<file path="config.mk">
export PLATFORM = sky130hd
export DESIGN_NAME = dual_stack_shared_memory_core
export DESIGN_NICKNAME = d
export VERILOG_FILES = /design/src/rtl/core/dssm_pkg.sv /design/src/rtl/core/dual_stack_shared_memory_core.sv /design/src/rtl/core/dssm_ram.sv
export VERILOG_INCLUDE_DIRS = /design/src /design/src/rtl/core
export SDC_FILE = /design/constraint.sdc
export NUM_CORES = 1
export LEC_CHECK = 0
export BUFFER_PORTS_ARGS = -buffer_cell sky130_fd_sc_hd__buf_2
export CELL_PAD_IN_SITES_DETAIL_PLACEMENT = 1
export CELL_PAD_IN_SITES_GLOBAL_PLACEMENT = 2
export CORE_MARGIN = 2
export CORE_UTILIZATION = 30
export DETAILED_ROUTE_END_ITERATION = 10
export PLACE_DENSITY_LB_ADDON = 0.25
export SETUP_SLACK_MARGIN = 0.5
export SYNTH_ARGS = -nofsm -noshare
export SYNTH_HDL_FRONTEND = slang
export SYNTH_SLANG_ARGS = --single-unit
</file>
<file path="constraint.sdc">
create_clock -name clk -period 12.2 [get_ports clk]
set_clock_uncertainty 0.05 [all_clocks]
set_input_delay 2.44 -clock clk [delete_from_list [all_inputs] [get_ports clk]]
set_output_delay 2.44 -clock clk [all_outputs]
set_load 0.05 [all_outputs]
</file>
<file path="src/rtl/core/assert_macros.svh">
// Assertion macros for the RTL of the two-stack core.
`ifndef ASSERT_MACROS_SVH
`define ASSERT_MACROS_SVH
`ifndef SYNTHESIS
// Clocked check, quiet while reset is asserted
`define DSSM_ASSERT(lbl, prop, msg) \
    lbl: assert property (@(posedge clk) disable iff (!rst_n) prop) else $error(msg);
// Clocked check that also holds while reset is asserted
`define DSSM_ASSERT_ALWAYS(lbl, prop, msg) \
    lbl: assert property (@(posedge clk) prop) else $error(msg);
`else
`define DSSM_ASSERT(lbl, prop, msg)
`define DSSM_ASSERT_ALWAYS(lbl, prop, msg)
`endif
`endif

</file>
<file path="src/rtl/core/dssm_pkg.sv">
// Types, codes and defaults for the two-stack shared memory core.
package dssm_pkg;

    localparam int DSSM_DEPTH = 16;

    // Operation codes
    localparam logic [3:0] FN_PUSH1  = 4'd0;
    localparam logic [3:0] FN_POP1   = 4'd1;
    localparam logic [3:0] FN_DUP1   = 4'd2;
    localparam logic [3:0] FN_LIST1  = 4'd3;
    localparam logic [3:0] FN_RLIST1 = 4'd4;
    localparam logic [3:0] FN_PUSH2  = 4'd5;
    localparam logic [3:0] FN_POP2   = 4'd6;
    localparam logic [3:0] FN_DUP2   = 4'd7;
    localparam logic [3:0] FN_LIST2  = 4'd8;
    localparam logic [3:0] FN_RLIST2 = 4'd9;
    localparam logic [3:0] FN_CHECK  = 4'd10;

    // Status codes
    localparam logic [1:0] ST_OK    = 2'd0;
    localparam logic [1:0] ST_OVF   = 2'd1;
    localparam logic [1:0] ST_EMPTY = 2'd2;
    localparam logic [1:0] ST_SAME  = 2'd3;

    typedef struct packed {
        logic [3:0]         func;
        logic signed [31:0] value;
    } cmd_t;

    typedef struct packed {
        logic signed [31:0] data;
        logic [1:0]         status;
        logic               equal;
        logic               last;
    } res_t;

    typedef enum logic [2:0] {
        S_IDLE,
        S_START,
        S_FIN,
        S_LIST,
        S_CA,
        S_CB,
        S_RES
    } state_t;

endpackage

</file>
<file path="src/rtl/core/dual_stack_shared_memory_core.sv">
// Two stacks in one shared word store, with listing and equality check.
//
// Usage:
//   Commands arrive on cmd/cmd_valid/cmd_stall; an item is taken when cmd_valid
//   is high and cmd_stall is low. Results leave on res/res_valid/res_stall and
//   are taken when res_valid is high and res_stall is low. Every command gives
//   one or more result items; the final one carries last.
//   One command is worked at a time; cmd_stall is high until the sequencer
//   has handed its final result to the output register.
//   Push, failure cases, unchanged listings, checks decided by size and
//   unused codes pass from S_START to S_RES, which loads the output register;
//   pop and duplicate pass through S_FIN between the two for the read.
//   A listing of n elements gives one element per cycle while the output
//   register is free to take it, limited by the single memory read port.
//   The check reads two entries per compared pair.
//   Reset empties both stacks and clears the listed marks; store contents are
//   not cleared. A stalled result holds in the output register, and the
//   sequencer waits on it before producing the next result.
`include "assert_macros.svh"

module dual_stack_shared_memory_core
    import dssm_pkg::*;
#(
    parameter int DEPTH = DSSM_DEPTH
)
(
    input  logic clk,
    input  logic rst_n,
    input  logic cmd_valid,
    output logic cmd_stall,
    input  cmd_t cmd,
    output logic res_valid,
    input  logic res_stall,
    output res_t res
);

    localparam int AW = $clog2(DEPTH);
    localparam int CW = $clog2(DEPTH + 1);
    localparam logic [CW-1:0] DEPTH_C  = CW'(DEPTH);
    localparam logic [AW-1:0] ADDR_MAX = AW'(DEPTH - 1);
    localparam logic [CW:0]   OCC_MAX  = (CW + 1)'(DEPTH);

    state_t             state_reg, state_next;
    logic [3:0]         func_reg, func_next;
    logic signed [31:0] value_reg, value_next;
    logic [CW-1:0]      cl_reg, cl_next;
    logic [CW-1:0]      ch_reg, ch_next;
    logic               lf_reg, lf_next;
    logic               lr_reg, lr_next;
    logic               hf_reg, hf_next;
    logic               hr_reg, hr_next;
    logic [AW-1:0]      idx_reg, idx_next;
    logic               up_reg, up_next;
    logic [CW-1:0]      rem_reg, rem_next;
    logic signed [31:0] a_reg, a_next;
    res_t               hold_reg, hold_next;
    logic               out_valid_reg, out_valid_next;
    res_t               out_reg, out_next;

    logic               wr_en;
    logic [AW-1:0]      wr_addr;
    logic signed [31:0] wr_data;
    logic               rd_en;
    logic [AW-1:0]      rd_addr;
    logic signed [31:0] rd_data;

    logic [CW:0]        occ;
    logic               full;
    logic               out_free;
    logic               emit;
    res_t               emit_item;

    dssm_ram #(
        .DEPTH(DEPTH)
    ) u_ram (
        .clk    (clk),
        .wr_en  (wr_en),
        .wr_addr(wr_addr),
        .wr_data(wr_data),
        .rd_en  (rd_en),
        .rd_addr(rd_addr),
        .rd_data(rd_data)
    );

    // Occupancy of the shared store
    assign occ      = {1'b0, cl_reg} + {1'b0, ch_reg};
    assign full     = occ >= OCC_MAX;
    assign out_free = !out_valid_reg || !res_stall;

    // Control registers
    always_ff @(posedge clk or negedge rst_n)
    begin
        if (!rst_n)
        begin
            state_reg     <= S_IDLE;
            cl_reg        <= '0;
            ch_reg        <= '0;
            lf_reg        <= 1'b0;
            lr_reg        <= 1'b0;
            hf_reg        <= 1'b0;
            hr_reg        <= 1'b0;
            out_valid_reg <= 1'b0;
        end
        else
        begin
            state_reg     <= state_next;
            cl_reg        <= cl_next;
            ch_reg        <= ch_next;
            lf_reg        <= lf_next;
            lr_reg        <= lr_next;
            hf_reg        <= hf_next;
            hr_reg        <= hr_next;
            out_valid_reg <= out_valid_next;
        end
    end

    // Payload registers
    always_ff @(posedge clk)
    begin
        func_reg  <= func_next;
        value_reg <= value_next;
        idx_reg   <= idx_next;
        up_reg    <= up_next;
        rem_reg   <= rem_next;
        a_reg     <= a_next;
        hold_reg  <= hold_next;
        out_reg   <= out_next;
    end

    // Sequencer
    always_comb
    begin
        state_next = state_reg;
        func_next  = func_reg;
        value_next = value_reg;
        cl_next    = cl_reg;
        ch_next    = ch_reg;
        lf_next    = lf_reg;
        lr_next    = lr_reg;
        hf_next    = hf_reg;
        hr_next    = hr_reg;
        idx_next   = idx_reg;
        up_next    = up_reg;
        rem_next   = rem_reg;
        a_next     = a_reg;
        hold_next  = hold_reg;
        wr_en      = 1'b0;
        wr_addr    = '0;
        wr_data    = value_reg;
        rd_en      = 1'b0;
        rd_addr    = idx_reg;
        emit       = 1'b0;
        emit_item  = hold_reg;

        unique case (state_reg)
            S_IDLE:
            begin
                if (cmd_valid)
                begin
                    func_next  = cmd.func;
                    value_next = cmd.value;
                    state_next = S_START;
                end
            end

            S_START:
            begin
                hold_next.data   = '0;
                hold_next.status = ST_OK;
                hold_next.equal  = 1'b0;
                hold_next.last   = 1'b1;
                state_next       = S_RES;
                unique case (func_reg) inside
                    FN_PUSH1:
                    begin
                        lf_next = 1'b0;
                        lr_next = 1'b0;
                        if (full)
                        begin
                            hold_next.status = ST_OVF;
                        end
                        else
                        begin
                            wr_en   = 1'b1;
                            wr_addr = AW'(cl_reg);
                            cl_next = cl_reg + 1'b1;
                        end
                    end
                    FN_PUSH2:
                    begin
                        hf_next = 1'b0;
                        hr_next = 1'b0;
                        if (full)
                        begin
                            hold_next.status = ST_OVF;
                        end
                        else
                        begin
                            wr_en   = 1'b1;
                            wr_addr = ADDR_MAX - AW'(ch_reg);
                            ch_next = ch_reg + 1'b1;
                        end
                    end
                    FN_POP1, FN_DUP1:
                    begin
                        lf_next = 1'b0;
                        lr_next = 1'b0;
                        if (cl_reg == '0)
                        begin
                            hold_next.status = ST_EMPTY;
                        end
                        else if (func_reg == FN_DUP1 && full)
                        begin
                            hold_next.status = ST_OVF;
                        end
                        else
                        begin
                            rd_en      = 1'b1;
                            rd_addr    = AW'(cl_reg - 1'b1);
                            state_next = S_FIN;
                        end
                    end
                    FN_POP2, FN_DUP2:
                    begin
                        hf_next = 1'b0;
                        hr_next = 1'b0;
                        if (ch_reg == '0)
                        begin
                            hold_next.status = ST_EMPTY;
                        end
                        else if (func_reg == FN_DUP2 && full)
                        begin
                            hold_next.status = ST_OVF;
                        end
                        else
                        begin
                            rd_en      = 1'b1;
                            rd_addr    = AW'(DEPTH_C - ch_reg);
                            state_next = S_FIN;
                        end
                    end
                    FN_LIST1, FN_RLIST1:
                    begin
                        if (cl_reg == '0)
                        begin
                            hold_next.status = ST_EMPTY;
                        end
                        else if ((func_reg == FN_LIST1) ? lf_reg : lr_reg)
                        begin
                            hold_next.status = ST_SAME;
                        end
                        else
                        begin
                            if (func_reg == FN_LIST1)
                            begin
                                lf_next  = 1'b1;
                                idx_next = AW'(cl_reg - 1'b1);
                                up_next  = 1'b0;
                            end
                            else
                            begin
                                lr_next  = 1'b1;
                                idx_next = '0;
                                up_next  = 1'b1;
                            end
                            rem_next   = cl_reg;
                            rd_en      = 1'b1;
                            rd_addr    = idx_next;
                            state_next = S_LIST;
                        end
                    end
                    FN_LIST2, FN_RLIST2:
                    begin
                        if (ch_reg == '0)
                        begin
                            hold_next.status = ST_EMPTY;
                        end
                        else if ((func_reg == FN_LIST2) ? hf_reg : hr_reg)
                        begin
                            hold_next.status = ST_SAME;
                        end
                        else
                        begin
                            if (func_reg == FN_LIST2)
                            begin
                                hf_next  = 1'b1;
                                idx_next = AW'(DEPTH_C - ch_reg);
                                up_next  = 1'b1;
                            end
                            else
                            begin
                                hr_next  = 1'b1;
                                idx_next = ADDR_MAX;
                                up_next  = 1'b0;
                            end
                            rem_next   = ch_reg;
                            rd_en      = 1'b1;
                            rd_addr    = idx_next;
                            state_next = S_LIST;
                        end
                    end
                    FN_CHECK:
                    begin
                        if (cl_reg != ch_reg)
                        begin
                            hold_next.equal = 1'b0;
                        end
                        else if (cl_reg == '0)
                        begin
                            hold_next.equal = 1'b1;
                        end
                        else
                        begin
                            idx_next   = '0;
                            rem_next   = cl_reg;
                            rd_en      = 1'b1;
                            rd_addr    = '0;
                            state_next = S_CA;
                        end
                    end
                    default:
                    begin
                    end
                endcase
            end

            // Read data for pop and duplicate is now available
            S_FIN:
            begin
                state_next = S_RES;
                unique case (func_reg)
                    FN_POP1:
                    begin
                        cl_next        = cl_reg - 1'b1;
                        hold_next.data = rd_data;
                    end
                    FN_POP2:
                    begin
                        ch_next        = ch_reg - 1'b1;
                        hold_next.data = rd_data;
                    end
                    FN_DUP1:
                    begin
                        wr_en   = 1'b1;
                        wr_addr = AW'(cl_reg);
                        wr_data = rd_data;
                        cl_next = cl_reg + 1'b1;
                    end
                    FN_DUP2:
                    begin
                        wr_en   = 1'b1;
                        wr_addr = ADDR_MAX - AW'(ch_reg);
                        wr_data = rd_data;
                        ch_next = ch_reg + 1'b1;
                    end
                    default:
                    begin
                    end
                endcase
            end

            // One element per cycle while the output register takes it
            S_LIST:
            begin
                if (out_free)
                begin
                    emit             = 1'b1;
                    emit_item.data   = rd_data;
                    emit_item.status = ST_OK;
                    emit_item.equal  = 1'b0;
                    emit_item.last   = (rem_reg == CW'(1));
                    if (rem_reg == CW'(1))
                    begin
                        state_next = S_IDLE;
                    end
                    else
                    begin
                        idx_next = up_reg ? idx_reg + 1'b1 : idx_reg - 1'b1;
                        rem_next = rem_reg - 1'b1;
                        rd_en    = 1'b1;
                        rd_addr  = idx_next;
                    end
                end
            end

            // Check: capture the low-side element, fetch its mirror
            S_CA:
            begin
                a_next     = rd_data;
                rd_en      = 1'b1;
                rd_addr    = ADDR_MAX - idx_reg;
                state_next = S_CB;
            end

            // Check: compare the pair and move on
            S_CB:
            begin
                if (a_reg != rd_data)
                begin
                    hold_next.equal = 1'b0;
                    state_next      = S_RES;
                end
                else if (rem_reg == CW'(1))
                begin
                    hold_next.equal = 1'b1;
                    state_next      = S_RES;
                end
                else
                begin
                    idx_next   = idx_reg + 1'b1;
                    rem_next   = rem_reg - 1'b1;
                    rd_en      = 1'b1;
                    rd_addr    = idx_next;
                    state_next = S_CA;
                end
            end

            S_RES:
            begin
                if (out_free)
                begin
                    emit       = 1'b1;
                    state_next = S_IDLE;
                end
            end

            default:
            begin
                state_next = S_IDLE;
            end
        endcase
    end

    // Output register
    always_comb
    begin
        out_valid_next = out_valid_reg;
        out_next       = out_reg;
        if (emit)
        begin
            out_valid_next = 1'b1;
            out_next       = emit_item;
        end
        else if (!res_stall)
        begin
            out_valid_next = 1'b0;
        end
    end

    assign cmd_stall = (state_reg != S_IDLE);
    assign res_valid = out_valid_reg;
    assign res       = out_reg;

    // The two stacks never claim more than the store holds
    `DSSM_ASSERT_ALWAYS(a_occ_bound, occ <= OCC_MAX, "stacks exceed store depth")
    // A listed mark on stack one implies stack one is not empty
    `DSSM_ASSERT(a_listed_nonempty, (lf_reg || lr_reg) |-> (cl_reg != '0), "listed empty stack")
    // Every store write grows the combined occupancy by one
    `DSSM_ASSERT(a_write_grows, wr_en |=> (occ == $past(occ) + 1'b1), "write without push")
    // Only listing elements come out without the last mark, always with ok status
    `DSSM_ASSERT(a_nonlast_ok, (res_valid && !res.last) |-> (res.status == ST_OK), "bad mid item")

endmodule

</file>
<file path="src/rtl/core/dssm_ram.sv">
// Single-port-write, single-port-read word store with registered read data.
module dssm_ram
    import dssm_pkg::*;
#(
    parameter int DEPTH = DSSM_DEPTH,
    localparam int AW = $clog2(DEPTH)
)
(
    input  logic               clk,
    input  logic               wr_en,
    input  logic [AW-1:0]      wr_addr,
    input  logic signed [31:0] wr_data,
    input  logic               rd_en,
    input  logic [AW-1:0]      rd_addr,
    output logic signed [31:0] rd_data
);

    logic signed [31:0] mem_reg [DEPTH];
    logic signed [31:0] rd_data_reg;

    // Write port
    always_ff @(posedge clk)
    begin
        if (wr_en)
        begin
            mem_reg[wr_addr] <= wr_data;
        end
    end

    // Read port
    always_ff @(posedge clk)
    begin
        if (rd_en)
        begin
            rd_data_reg <= mem_reg[rd_addr];
        end
    end

    assign rd_data = rd_data_reg;

endmodule
</file>
# Yosys cells after proc, flatten, opt, wreduce, memory -nomap -nowiden
# Memories as Yosys holds them, arrays and structs flattened. A register that Yosys moved wholly into a read port is not among the register bits.
# Cells that the tools add are included.
# word_totals
out_inout_bits	38
n_memories	1
wordCells	256
ff_bits	167
input_bits	40
mem_bits_rw	512
# op_classes
magnitude_cmp	1
add_sub_neg	11
muxes	135
reduce_logical	40
n_eq_ne	47
# mem_list
name	words	width	read_ports	rd_clocked_by_memory_dff	wr	line_no	text
u_ram.mem_reg	16	32	1	1	1	dssm_ram.sv:18	logic signed [31:0] mem_reg [DEPTH];
# op_table
cell	count
$mux 32	3
$mux 4	19
$mux 36	2
$mux 5	13
$pmux 32 s2	1
$mux 1	50
$pmux 5 s2	4
$mux 3	13
$ne 2x2->1 const B	17
$ne 32x32->1	1
$pmux 5 s3	2
$ne 3x3->1 const B	9
$pmux 4 s2	3
$pmux 4 s3	2
$pmux 3 s7	1
$pmux 4 s5	1
$reduce_and 5->1	4
$mux 2	9
$eq 4x3->1 const B	4
$pmux 4 s4	1
$reduce_or 2->1	8
$pmux 3 s5	1
$sub 5x1->5 const B	3
$pmux 1 s2	7
other kinds (33)	56

# Longest topological paths before layout
# depth
ltp_word	7
ltp_mapped	16
depth_no_buf	12

# Modules after synthesis
# From an unflattened synthesis, not the netlist that was laid out.
# hier_totals
hier_cells	1624
area_unflattened_um2	29007.8
# modules_own_cells
mod	instances	area_per_inst_um2	cells_per_inst	seq_area_each_um2
dssm_ram	1	20155.6	838	16335.7
dual_stack_shared_memory_core	1	8852.2	786	4924.7

# Worst setup path before layout
# OpenSTA, ideal clock, no wires.
# synth_path
path_kind	input -> register
from	in res_stall
to	reg u_ram.rd_data_reg[0], in the netlist u_ram.rd_data[0], read port of u_ram.mem_reg (data pin)
setup_ns	0.272
required_time_ns	11.878
t_arrival_ns	4.765
cell_stages	12
setup_slack_ns	7.113
path_buffers	3
path_cell_list	nand2_1 -> clkbuf_1 -> a31oi_1 -> o31a_1 -> nor2_1 -> o31ai_1 -> a21oi_1 -> clkbuf_1 -> buf_2 -> mux2i_1 -> o22ai_1 -> or4_1
# synth_between
elab_chain_cells	4
word_cells_on_any_way	6
cone_classes	4 x mux; 2 x reduce/logical
# synth_rtl
item	line_no	text
start: declaration	dual_stack_shared_memory_core.sv:33	input logic res_stall,
$logic_not 1->1 (*)	n/a	
$logic_or 1x1->1 (*)	dual_stack_shared_memory_core.sv:88	assign out_free = !out_valid_reg || !res_stall;
$mux 4 or $mux 1 (tied branches)	n/a	
$pmux 4 s4 or $pmux 1 s4 (tied branches)	dual_stack_shared_memory_core.sv:155	unique case (state_reg)
end: declaration	dssm_ram.sv:19	logic signed [31:0] rd_data_reg;
# Mark *: on every way between the ends. The rest lies on a longest branch, timed or not.
# A chain may end at the register's enable or synchronous reset.

# Worst setup path in the final report
# layout_path
from	in res_stall
to	reg u_ram.rd_data_reg[11], in the netlist u_ram.rd_data[11], read port of u_ram.mem_reg (data pin)
# The elaborated chain is that of the path after synthesis.

==> flow_results.org <==
** Power and ir drop
- Maximum ir drop on the vdd rail :: 0.396 mV
- Summed over all cells, the static leakage comes to 11.9 nW.
- Dividing total power by cell area gives a power density of between 200 and 300 mW/mm^2.

** Timing
- Total Neg Setup Slack :: 0 ns
- Least-Margin Pin Slew :: 1.08 ns
- The clock period could shrink to roughly 6.3 ns.
- Tightest slew margin relative to the limit :: between 20% and 30%
- For this run, the top clock speed supported by timing is 158 MHz.
- Setup repair after global routing left no endpoint under its margin.
- The final hold violation count came to 0.
- The count of pins over their slew limit came to 0.
- Worst Hold Slack :: 0.497 ns
- Setup-failing EPs final :: 0
- After layout, the worst path uses 52.0% of the clock period.

** Layout
- The register with the most flip-flops in the layout has 512 of them.
- Final standard cell area without fillers :: 0.0337 sq mm
- Fin nets :: 1922
- Cells with a size suffix above 1 make up 17.6% of the layout.
- Synth-to-layout area growth :: 15.5%
- Antenna diodes :: 0

** Clocking
- The clock drives 711 sinks.
- The clock reaches the later pin of the worst-skew pair after 0.63 ns.
- The clock passes through at most 3 buffers.
- Gates resized during post-CTS repair numbered 0.
- Clock tree from TritonCTS :: yes
- CTS clk-pin slew, worst paths :: 0.06 ns
- Hold-fix buffers at CTS :: 0
- Post-CTS timing repair inserted 0 buffers for setup.
- Clock buffers created by TritonCTS :: 80
- The clock tree synthesis step divided the H-tree into 3 levels.
- Buffer cell driving the clock tree root :: clkbuf_16

** Yosys
- The synthesized design contains about 690 enable-type register cells.
- Net count after synthesis :: 1824
- A synthesized cell averages roughly 16 sq um.
- Fraction of synthesis flops using an asynchronous set or reset pin :: 2.53%
- Synthesis handed over a netlist of between 1500 and 2000 instances.
- In the synthesized netlist the dominant register cell turns out to be edfxtp_1.
- Library cells used by synthesis :: 78
- Synthesis warning total :: 0
- Synth Register Bits :: 711
- Cell area after technology mapping :: 0.0292 sq mm
- Proportion of synthesized chip area in sequential cells :: roughly 73%

** Die
- Horizontal extent of the die :: 316 um
- Die Outline Area :: around 0.10 sq mm
- Starting density of the core :: 30.2%
- Number of rows created at floorplan :: about 110
- Io pins :: 78
- Measured along the y axis, the die boundary spans 316 um.
- Standard cell core area :: 0.0966 sq mm

** Place
- Detailed placement ended at an HPWL of between 40 and 50 mm.
- Post-detailed-placement cell area :: 0.0311 sq mm
- Routability-driven placement finished with a final weighted congestion of 0.811.
- Port Buffer Count :: 77

** Worst setup path
- Counting both buffers and inverters, the worst setup path holds a total of 3.
- End point of the critical path :: u_ram.rd_data[11]
- Critical path fanouts, max :: approximately 140
- Tracing the worst setup path back leads to its startpoint at res_stall.
- CP max stage delay :: 0.97 ns
- The worst setup path is captured at a flop.
- Number of logic stages on the critical path including buffering :: 13
- Cell family with most CP delay :: buffers and inverters
- Worst-path cell with the longest stage delay :: buf_4
- Terminus of the critical flop-to-flop path :: u_ram.rd_data[11]
- Setup slack on the worst reg-to-reg path comes out at 6.17 ns.
- Data on the critical path arrives at its endpoint at ~6.6 ns.
- The worst setup path is launched from a primary input.
- Depth of the most critical reg-to-reg path :: 12
- Critical path type :: primary input to flop
- The most numerous cell type found on the critical path is o31ai_1.
- Traced cell by cell, the critical path runs through buf_2 > nand2_1 > a21o_1 > nand3_1 > o31ai_1 > nor2_1 > o31ai_1 > a21oi_4 > buf_12 > buf_4 > mux2i_1 > o22ai_1 > or4_1.
- In this run the critical register-to-register path is launched from u_ram.rd_data[19].
- Required time of the worst setup path :: 12.50 ns

** Global routing
- Pin count of the biggest net entering global routing :: 136
- The number of global-route vias before repair is between 15000 and 20000.
- Global routing consumed, over all layers together, 16.4% of the routing resources.
- Initial antenna violation count :: 4
- Global routing finished with a remaining overflow of 0.
- The first global-routing pass estimated between 100 and 150 mm of wire.

** Detailed routing
- Total routed wirelength :: between 80 and 90 mm
- DR WL/cell :: 25.5 um
- In this run the remaining antenna-violating nets after routing total 0.
- The first routing iteration left 1165 violations.
- DRC Markers :: 0
- Via count :: 16200
- Vias/cell :: 5.04
- Number of detailed-routing iterations run before antenna repair :: 5

** Min path
- The min-delay analysis places its worst path in the category flop to flop.

** Job
- The tool flagged a number of max-cap violations equal to 0.

** Outcome
- The run finished with clean final reports.
==> how the worst min path moves through the flow <==
stage	start	endpoint	slack (ns)	cells past startpoint
6_report	hold_reg[4]	res[4]	0.50	1
5_1_grt	hold_reg[18]	res[18]	0.51	1
4_1_cts	hold_reg[34]	res[34]	0.49	1
3_5_place_dp	hold_reg[4]	res[4]	0.49	1
3_3_place_gp	lr_reg	lr_reg	0.48	2
2_1_floorplan	lr_reg	lr_reg	0.43	2
==> per-layer routing <==
metal	GRT usage, %	vias up	part of all wire, %
li1	-	7240	-
met1	22.3	8501	45
met2	27.3	324	48
met3	2.70	96	4.5
met4	4.32	0	1.8
met5	0	-	0
==> cell usage after synthesis, drive strengths merged (6+ instances only) <==
| cell | number | area share [%] |
|---|---|---|
| mux2i | 262 | 9.0 |
| o21ai | 28 | 0.48 |
| and3 | 36 | 0.77 |
| and2 | 6 | 0.13 |
| clkbuf | 37 | 0.48 |
| nor4 | 13 | 0.28 |
| nand4 | 6 | 0.13 |
| nor2 | 62 | 0.81 |
| or4 | 35 | 0.90 |
| nand2b | 10 | 0.22 |
| o22ai | 134 | 2.9 |
| xnor2 | 13 | 0.39 |
| a22oi | 6 | 0.15 |
| or3 | 9 | 0.19 |
| a31oi | 10 | 0.24 |
| dfrtp | 18 | 1.5 |
| mux2 | 66 | 2.5 |
| nand2 | 49 | 0.63 |
| nor3 | 15 | 0.29 |
| buf | 60 | 1.1 |
| o31ai | 7 | 0.20 |
| xor2 | 41 | 1.2 |
| a21oi | 31 | 0.55 |
| a21o | 7 | 0.18 |
| nor2b | 6 | 0.15 |
| nand3 | 14 | 0.26 |
| edfxtp | 693 | 71 |
| inv | 17 | 0.22 |
| ha | 13 | 0.56 |
| a211oi | 6 | 0.15 |
==> placed cells by master, fill, tap and decap left out, types with 13 or more instances in the layout <==
cell / count
edfxtp_1: 693
buf_4: 35
clkbuf_1: 18
clkinv_2: 16
o21ai_0: 24
nor2_4: 17
nor3_1: 13
ha_1: 13
or4_1: 35
nand2_1: 48
mux2i_1: 262
mux2_2: 66
clkbuf_16: 83
inv_1: 15
buf_2: 77
nor4_1: 13
xor2_1: 41
a21oi_1: 29
xnor2_1: 13
dfrtp_1: 18
clkinv_1: 15
and3_1: 35
o22ai_1: 134
nor2_1: 43
==> area by class of cell <==
| type | instances | area (sq um) |
|---|---|---|
| timing repair buffer | 113 | 668 |
| multi-input combinational | 946 | 7560 |
| fill | 9713 | 62900 |
| tap | 1276 | 1600 |
| sequential | 711 | 21300 |
| inverter | 17 | 63.8 |
| clock inverter | 43 | 390 |
| clock buffer | 101 | 2140 |
==> where the power goes <==
group	internal, mW	switching (mW)
Clock	1.36	0.974
Combinational	1.27	2.10
Sequential	3.18	0.351
Total	5.80	3.43
==> through the flow <==
stage	utilization [%]	setup slack, ns	power (mW)	std cells
2_1_floorplan	-	7.11	5.86	1771
3_3_place_gp	32.3	5.31	6.92	3063
3_5_place_dp	32.3	5.21	7.00	3063
4_1_cts	34.9	5.89	9.36	3207
5_1_grt	34.9	5.55	9.71	3207
6_report	34.9	5.86	9.23	3207
==> logic make-up after synthesis <==
logic type      after synthesis  synth area share [%]
compound gates              261                  5.83
xor+xnor                     54                  1.62
fa+ha+maj                    13                 0.558
buf+inv                     114                  1.82
flops                       711                  72.9
mux                         328                  11.5
simple gates                290                  5.70
Power figures use the tool's default switching activity.
